## config.mk

```make
export PLATFORM = sky130hd
export DESIGN_NAME = hav_sqrt
export DESIGN_NICKNAME = d
export VERILOG_FILES = /design/src/rtl/hav_pkg.sv /design/src/rtl/hav_sqrt.sv
export SDC_FILE = /design/constraint.sdc
export NUM_CORES = 2
export LEC_CHECK = 0
export BUFFER_PORTS_ARGS = -buffer_cell sky130_fd_sc_hd__buf_4
export CORE_ASPECT_RATIO = 1.4
export CORE_MARGIN = 3
export CORE_UTILIZATION = 30
export DETAILED_ROUTE_END_ITERATION = 8
export GPL_TIMING_DRIVEN = 1
export HOLD_SLACK_MARGIN = 0.05
export PLACE_DENSITY_LB_ADDON = 0.12
export REMOVE_ABC_BUFFERS = 1
export SLEW_MARGIN = 10
export SYNTH_ARGS = -nofsm -noshare
export SYNTH_HDL_FRONTEND = slang
export SYNTH_SLANG_ARGS = --single-unit
```

## constraint.sdc

```tcl
create_clock -name clk -period 3.9 [get_ports clk]
set_input_delay 0.39 -clock clk [delete_from_list [all_inputs] [get_ports clk]]
set_output_delay 0.39 -clock clk [all_outputs]
set_load 0.01 [all_outputs]
```

## src/rtl/hav_pkg.sv

```systemverilog
// shared constants, types and functions for the haversine distance block
// no dependencies
`default_nettype none
package hav_pkg;
  localparam int CordicSteps = 30;
  localparam int RadiusW = 23;
  localparam int DistW = 25;
  localparam int Latency = 100;
  localparam logic [RadiusW-1:0] RadiusReset = 23'd6378137;
  localparam logic signed [33:0] OneQ30 = 34'sd1073741824;
  localparam logic signed [33:0] GainInv = 34'sd652032874;
  localparam logic [31:0] PiQ30 = 32'd3373259426;
  localparam logic [2:0] AddrRadius = 3'd0;

  // cordic arctangent table in binary angle units
  function automatic logic signed [33:0] atan_tab(input int i);
    logic signed [33:0] v;
    case (i)
      0: v = 34'sd536870912;  1: v = 34'sd316933406;  2: v = 34'sd167458907;
      3: v = 34'sd85004756;   4: v = 34'sd42667331;   5: v = 34'sd21354465;
      6: v = 34'sd10680862;   7: v = 34'sd5340245;    8: v = 34'sd2670163;
      9: v = 34'sd1335087;    10: v = 34'sd667544;    11: v = 34'sd333772;
      12: v = 34'sd166886;    13: v = 34'sd83443;     14: v = 34'sd41721;
      15: v = 34'sd20861;     16: v = 34'sd10430;     17: v = 34'sd5215;
      18: v = 34'sd2608;      19: v = 34'sd1304;      20: v = 34'sd652;
      21: v = 34'sd326;       22: v = 34'sd163;       23: v = 34'sd81;
      24: v = 34'sd41;        25: v = 34'sd20;        26: v = 34'sd10;
      27: v = 34'sd5;         28: v = 34'sd3;         29: v = 34'sd1;
      default: v = 34'sd0;
    endcase
    return v;
  endfunction

  // state of one cordic lane
  typedef struct packed {
    logic signed [33:0] x;
    logic signed [33:0] y;
    logic signed [33:0] z;
  } cordic_t;
endpackage
`default_nettype wire

```

## src/rtl/hav_sqrt.sv

```systemverilog
// pipelined restoring square root of a 61-bit value, one result bit per stage
// depends on hav_pkg
`default_nettype none
module hav_sqrt import hav_pkg::*; (
  input  wire logic clk,
  input  wire logic [60:0] radicand,
  output logic [30:0] root
);
  logic [60:0] rem [0:31];
  logic [30:0] res [0:31];
  assign rem[0] = radicand;
  assign res[0] = '0;

  // each stage decides one root bit, msb first
  for (genvar k = 0; k < 31; k++) begin : g_bit
    localparam int B = 30 - k;
    logic [63:0] trial;
    assign trial = ({33'd0, res[k]} << (B + 1)) + (64'd1 << (2 * B));
    always_ff @(posedge clk) begin
      if ({3'b000, rem[k]} >= trial) begin
        rem[k+1] <= 61'({3'b000, rem[k]} - trial);
        res[k+1] <= res[k] | (31'd1 << B);
      end else begin
        rem[k+1] <= rem[k];
        res[k+1] <= res[k];
      end
    end
  end
  assign root = res[31];
endmodule
`default_nettype wire

```

Yosys cells after proc, flatten, opt, wreduce, memory -nomap -nowiden

Index checks and enable logic that the tools add are counted.

Register bits: 2791
Input port bits: 62
Output and inout port bits: 31
Logic and storage cells: 213

Add/subtract/negate cells: 60
Order comparisons: 31
Multiplexer cells: 31

Operator list:

| kind                     | number |
|---|---|
| $mux W61                 | 30 |
| $sub A61 B61 Y61         | 2 |
| $add A61 B59 Y62 const B | 1 |
| $ge A61 B62 Y1           | 1 |
| $add A60 B57 Y61 const B | 1 |
| $ge A61 B33 Y1           | 1 |
| $ge A61 B34 Y1           | 1 |
| $ge A61 B35 Y1           | 1 |
| $ge A61 B36 Y1           | 1 |
| $ge A61 B37 Y1           | 1 |
| $ge A61 B38 Y1           | 1 |
| $ge A61 B39 Y1           | 1 |
| $ge A61 B40 Y1           | 1 |
| $ge A61 B41 Y1           | 1 |
| $ge A61 B42 Y1           | 1 |
| $ge A61 B43 Y1           | 1 |
| $ge A61 B44 Y1           | 1 |
| $ge A61 B45 Y1           | 1 |
| $ge A61 B46 Y1           | 1 |
| $ge A61 B47 Y1           | 1 |
| $ge A61 B48 Y1           | 1 |
| $ge A61 B49 Y1           | 1 |
| $ge A61 B50 Y1           | 1 |
| $ge A61 B51 Y1           | 1 |
| 68 further kinds         | 68 |

Depth between registers and ports, before layout

Depth in word-level cells: 3
Mapped depth: 15

Worst setup path after synthesis

No wires, ideal clock.

Path kind: reg-to-reg
Start point: register res[294] in the netlist's numbering
End point: register rem[532] in the netlist's numbering
Setup time: 0.118 ns
Data arrival time: 3.196 ns
Path slack: 0.586 ns
Cell stages (with the launch flop): 12
Buffers on the path: 0
Clock period less this slack: 3.314 ns
Cells stage by stage: dfxtp_1 -> inv_1 -> ha_1 -> a21o_1 -> a2111oi_0 -> nor3_1 -> o41ai_1 -> a211oi_1 -> or3_1 -> or2_1 -> or3_1 -> xnor2_1

Word-level cells in the longest chain between the ends: 3

Ends and longest elaborated chain:

| what                                                      | RTL line                       | text |
|---|---|---|
| start, declared                                           | hav_sqrt.sv:10                 | `logic [30:0] res [0:31];` |
| start signal, assigned by index                           | hav_sqrt.sv:22                 | `res[k+1] <= res[k] \| (31'd1 << B);` |
| start signal, assigned by index                           | hav_sqrt.sv:25                 | `res[k+1] <= res[k];` |
| $add A40 B17 Y41 (*)                                      | hav_sqrt.sv:18                 | `assign trial = ({33'd0, res[k]} << (B + 1)) + (64'd1 << (2 * B));` |
| $sub A61 B41 Y61 / $ge A61 B41 Y1 (equally long branches) | hav_sqrt.sv:21, hav_sqrt.sv:20 |  |
| $mux W61 (*)                                              | hav_sqrt.sv:20                 | `if ({3'b000, rem[k]} >= trial) begin` |
| end signal, assigned by index                             | hav_sqrt.sv:21                 | `rem[k+1] <= 61'({3'b000, rem[k]} - trial);` |
| end signal, assigned by index                             | hav_sqrt.sv:24                 | `rem[k+1] <= rem[k];` |
| end, declared                                             | hav_sqrt.sv:9                  | `logic [60:0] rem [0:31];` |

Mark *: on every way between the ends. The rest lies on a longest branch, timed or not.
A chain may end at the register's enable or synchronous reset.

Worst setup path in the final report

Start point: register res[260] in the netlist's numbering
End point: register rem[476] in the netlist's numbering

Word-level cells in the longest chain between the ends: 3

Ends and longest elaborated chain:

| what                                                      | RTL line |
|---|---|
| $add A39 B15 Y40 (*)                                      | hav_sqrt.sv:18 |
| $sub A61 B40 Y61 / $ge A61 B40 Y1 (equally long branches) | hav_sqrt.sv:21, hav_sqrt.sv:20 |
| $mux W61 (*)                                              | hav_sqrt.sv:20 |

Marked as above.

==> metrics.yaml <==
synth_area_um2: 88500
fp.dieH_um: 649
layout_setup_ws_ps: 127
die_area_um2: 302000
crit_chain: "inv_1 -> ha_1 -> nand3_1 -> a211oi_2 -> o2111ai_1 -> a21oi_1 -> o221ai_1 -> nand4b_1 -> or4b_2 -> or4_1 -> xnor2_1"
cpLargestDelayFamily: "simple AND/OR/NAND/NOR gates"
clock_path_buffers: 4
clkSinkCount: 2326
root_buffer: "clkbuf_16"
finalHoldViolCount: 0
coreArea_um2: 293000
holdCritPathClass: "in2reg"
routed_wl_um: 264000
synth_top_family_by_area: "simple AND/OR/NAND/NOR gates"
cts_buffers: 236
clk_pin_slew_ps: 60
finalCritPeriodShare_pct: 96.7
crit_fanout: 3
path_class: "reg2reg"
layout_commonest_cell: "dfxtp_1"
drive_above_1_share_pct: 9.84
grt_pass1_wl_um: 401000
power_density_nw_per_um2: 753
yosys_most_used_dff: "dfxtp_1"
portBuffers: 92
grt_max_degree: 56
cp_data_required_time_ps: 4610
finalSetupViolations: 0
worst_pin_slew_ps: 1030
viasPerCell: 4.74
synthCells: 8910
cp_slowest_stage_delay_ps: 660
final_nets: 10000
met3_length_um: 6590
power_uw: 79100
grt_usage_pct: 17.1
drc_errors: 0
cp_slowest_cell: "or4b_2"
synthMuxAreaShare_pct: 1.02
htreeDepth: 4
ys_seq_area_share_pct: 52.6
fill_cells: 29500
drt_first_pass_iters: 6
place_congestion: 0.878
start_util_pct: 30.2
start_kind: "flip-flop"
num_vias: 64100
grt_pass1_vias: 68000
setup_tns_ps: 0
synth-simple-area-share_pct: 15.3
final_cell_mix: "dfxtp_1 (2324), inv_1 (678), nand2_1 (589), nor2_1 (553), a21oi_1 (544)"
synth-seq-cells: 2326
ir_worst_vdd_v: 0.000442
p_leak_uw: 0.0472
worstSetupEndpointType: "flip-flop"
synthArstFlopShare_pct: 0
synth_adder_area_share_pct: 7.42
drv_cap: 0
avgRoutedWirePerCell_um: 19.5
dr_wl_met2_um: 150000
met1_length_um: 92400
worstPathArrival_ps: 4480
ys_types: 96
slew_viol_final: 0
syn_area_per_cell_um2: 9.93
finClkSkew_ps: 111
gr-total-overflow: 0
antenna_found_initial: 6
top_layer: "met5"
slew_headroom_pct: 30.7
drt_iter0_drc: 2972
finalCriticalPeriod_ps: 3770
synth_xor_area_share_pct: 7.77
status: "finished, final reports clean"
antenna_left: 0
cts_tree: "yes"
post-dp-hpwl_um: 213000
die_w_um: 465
yosys_warnings: 0
clk_latency_ps: 900
placement_rows: 235
crit_buf_inv: 1
fmax_mhz: 265
place_ws_ps: -496
synth_edf_count: 0
synth_compound_area_share_pct: 12.2
syn_to_final_growth_pct: 18.6
ios: 93
==> final cells by class <==
class	instances	area, um2	area share (%)
Sequential cell	2326	46600	44.4
Multi-Input combinational cell	5724	38900	37.1
Clock buffer	311	6640	6.32
Tap cell	3910	4890	4.66
Timing Repair Buffer	456	3730	3.55
Inverter	683	2560	2.44
Clock inverter	113	1650	1.57
Antenna cell	2	5.00	0.00477
==> power breakdown <==
part | switching, uW | leakage, uW | internal, uW
Combinational | 11600 | 0.0237 | 9140
Sequential | 5110 | 0.0195 | 29200
Clock | 9530 | 0.00409 | 14500
==> flip-flops by register name (all words and copies together) (netlist names) <==
register,flops
rem,1830
root,31
res,465
==> cells by family (layout without fill, tap and decap cells) <==
logic type | Yosys count | in the layout
buffers and inverters | 860 | 1563
AO/OA/AOI/OAI | 1734 | 1734
AND/OR/NAND/NOR | 2599 | 2599
adder cells (fa/ha/maj) | 524 | 524
other | 1 | 3
multiplexers | 81 | 81
XOR/XNOR | 785 | 785
flip-flops | 2326 | 2326
==> worst reg2reg max path, stage by stage, from the launching register on <==
cell,delay [ps]
dfxtp_1,430
inv_1,70
ha_1,320
nand3_1,300
a211oi_2,90
o2111ai_1,350
a21oi_1,190
o221ai_1,400
nand4b_1,210
or4b_2,660
or4_1,440
xnor2_1,140
==> metal layers <==
layer | global-route usage (%) | up-vias
met5 | 0 | -
met4 | 8.51 | 4
met3 | 1.86 | 584
met2 | 35.5 | 1095
met1 | 16.0 | 30300
li1 | - | 32100
==> cells in the mapped netlist (103+ instances only) <==
| master | number | share of area (%) |
|---|---|---|
| ha_1 | 523 | 7.4 |
| o21a_1 | 112 | 0.95 |
| nor2_1 | 553 | 2.3 |
| clkbuf_1 | 154 | 0.65 |
| xor2_1 | 378 | 3.7 |
| nand2_1 | 589 | 2.5 |
| nand3_1 | 131 | 0.74 |
| nand2b_1 | 103 | 0.73 |
| a21o_1 | 225 | 1.9 |
| a21oi_1 | 547 | 3.1 |
| dfxtp_1 | 2326 | 53 |
| nor4_1 | 315 | 2.2 |
| nor3_1 | 222 | 1.3 |
| nand4_1 | 142 | 1.0 |
| o21ai_0 | 438 | 2.5 |
| xnor2_1 | 407 | 4.0 |
| inv_1 | 678 | 2.9 |
==> worst paths after layout <==
path | start | endpoint | slack [ps] | cells past startpoint
worst max-delay path | res[260]$_DFF_P_ | rem[476]$_DFF_P_ | 130 | 11
worst min-delay path | radicand[5] | rem[1835]$_DFF_P_ | 140 | 2
worst max register to register | res[260]$_DFF_P_ | rem[476]$_DFF_P_ | 130 | 11
worst min register to register | res[290]$_DFF_P_ | res[259]$_DFF_P_ | 280 | 0
==> through the flow <==
stage               cell area, um2  cells  hold slack [ps]  util, %
detailed placement           95400  13000              331     32.5
CTS                         105000  13500             50.6     35.8
floorplan                    87800   8733              322        -
global route                105000  13500             69.3     35.8
finish                      105000  13500              140     35.8
global placement             95400  13000              333     32.5
==> repair_timing <==
| item | CTS | global route |
|---|---|---|
| gates resized for setup | 12 | 24 |
| pin swaps | 3 | 3 |
| endpoints found under the hold margin | 61 | 0 |
| hold buffers | 108 | 0 |
| setup buffers | 0 | 3 |
| setup endpoints to repair | 113 | 55 |
No activity file was read; power rests on OpenSTA's default activity.
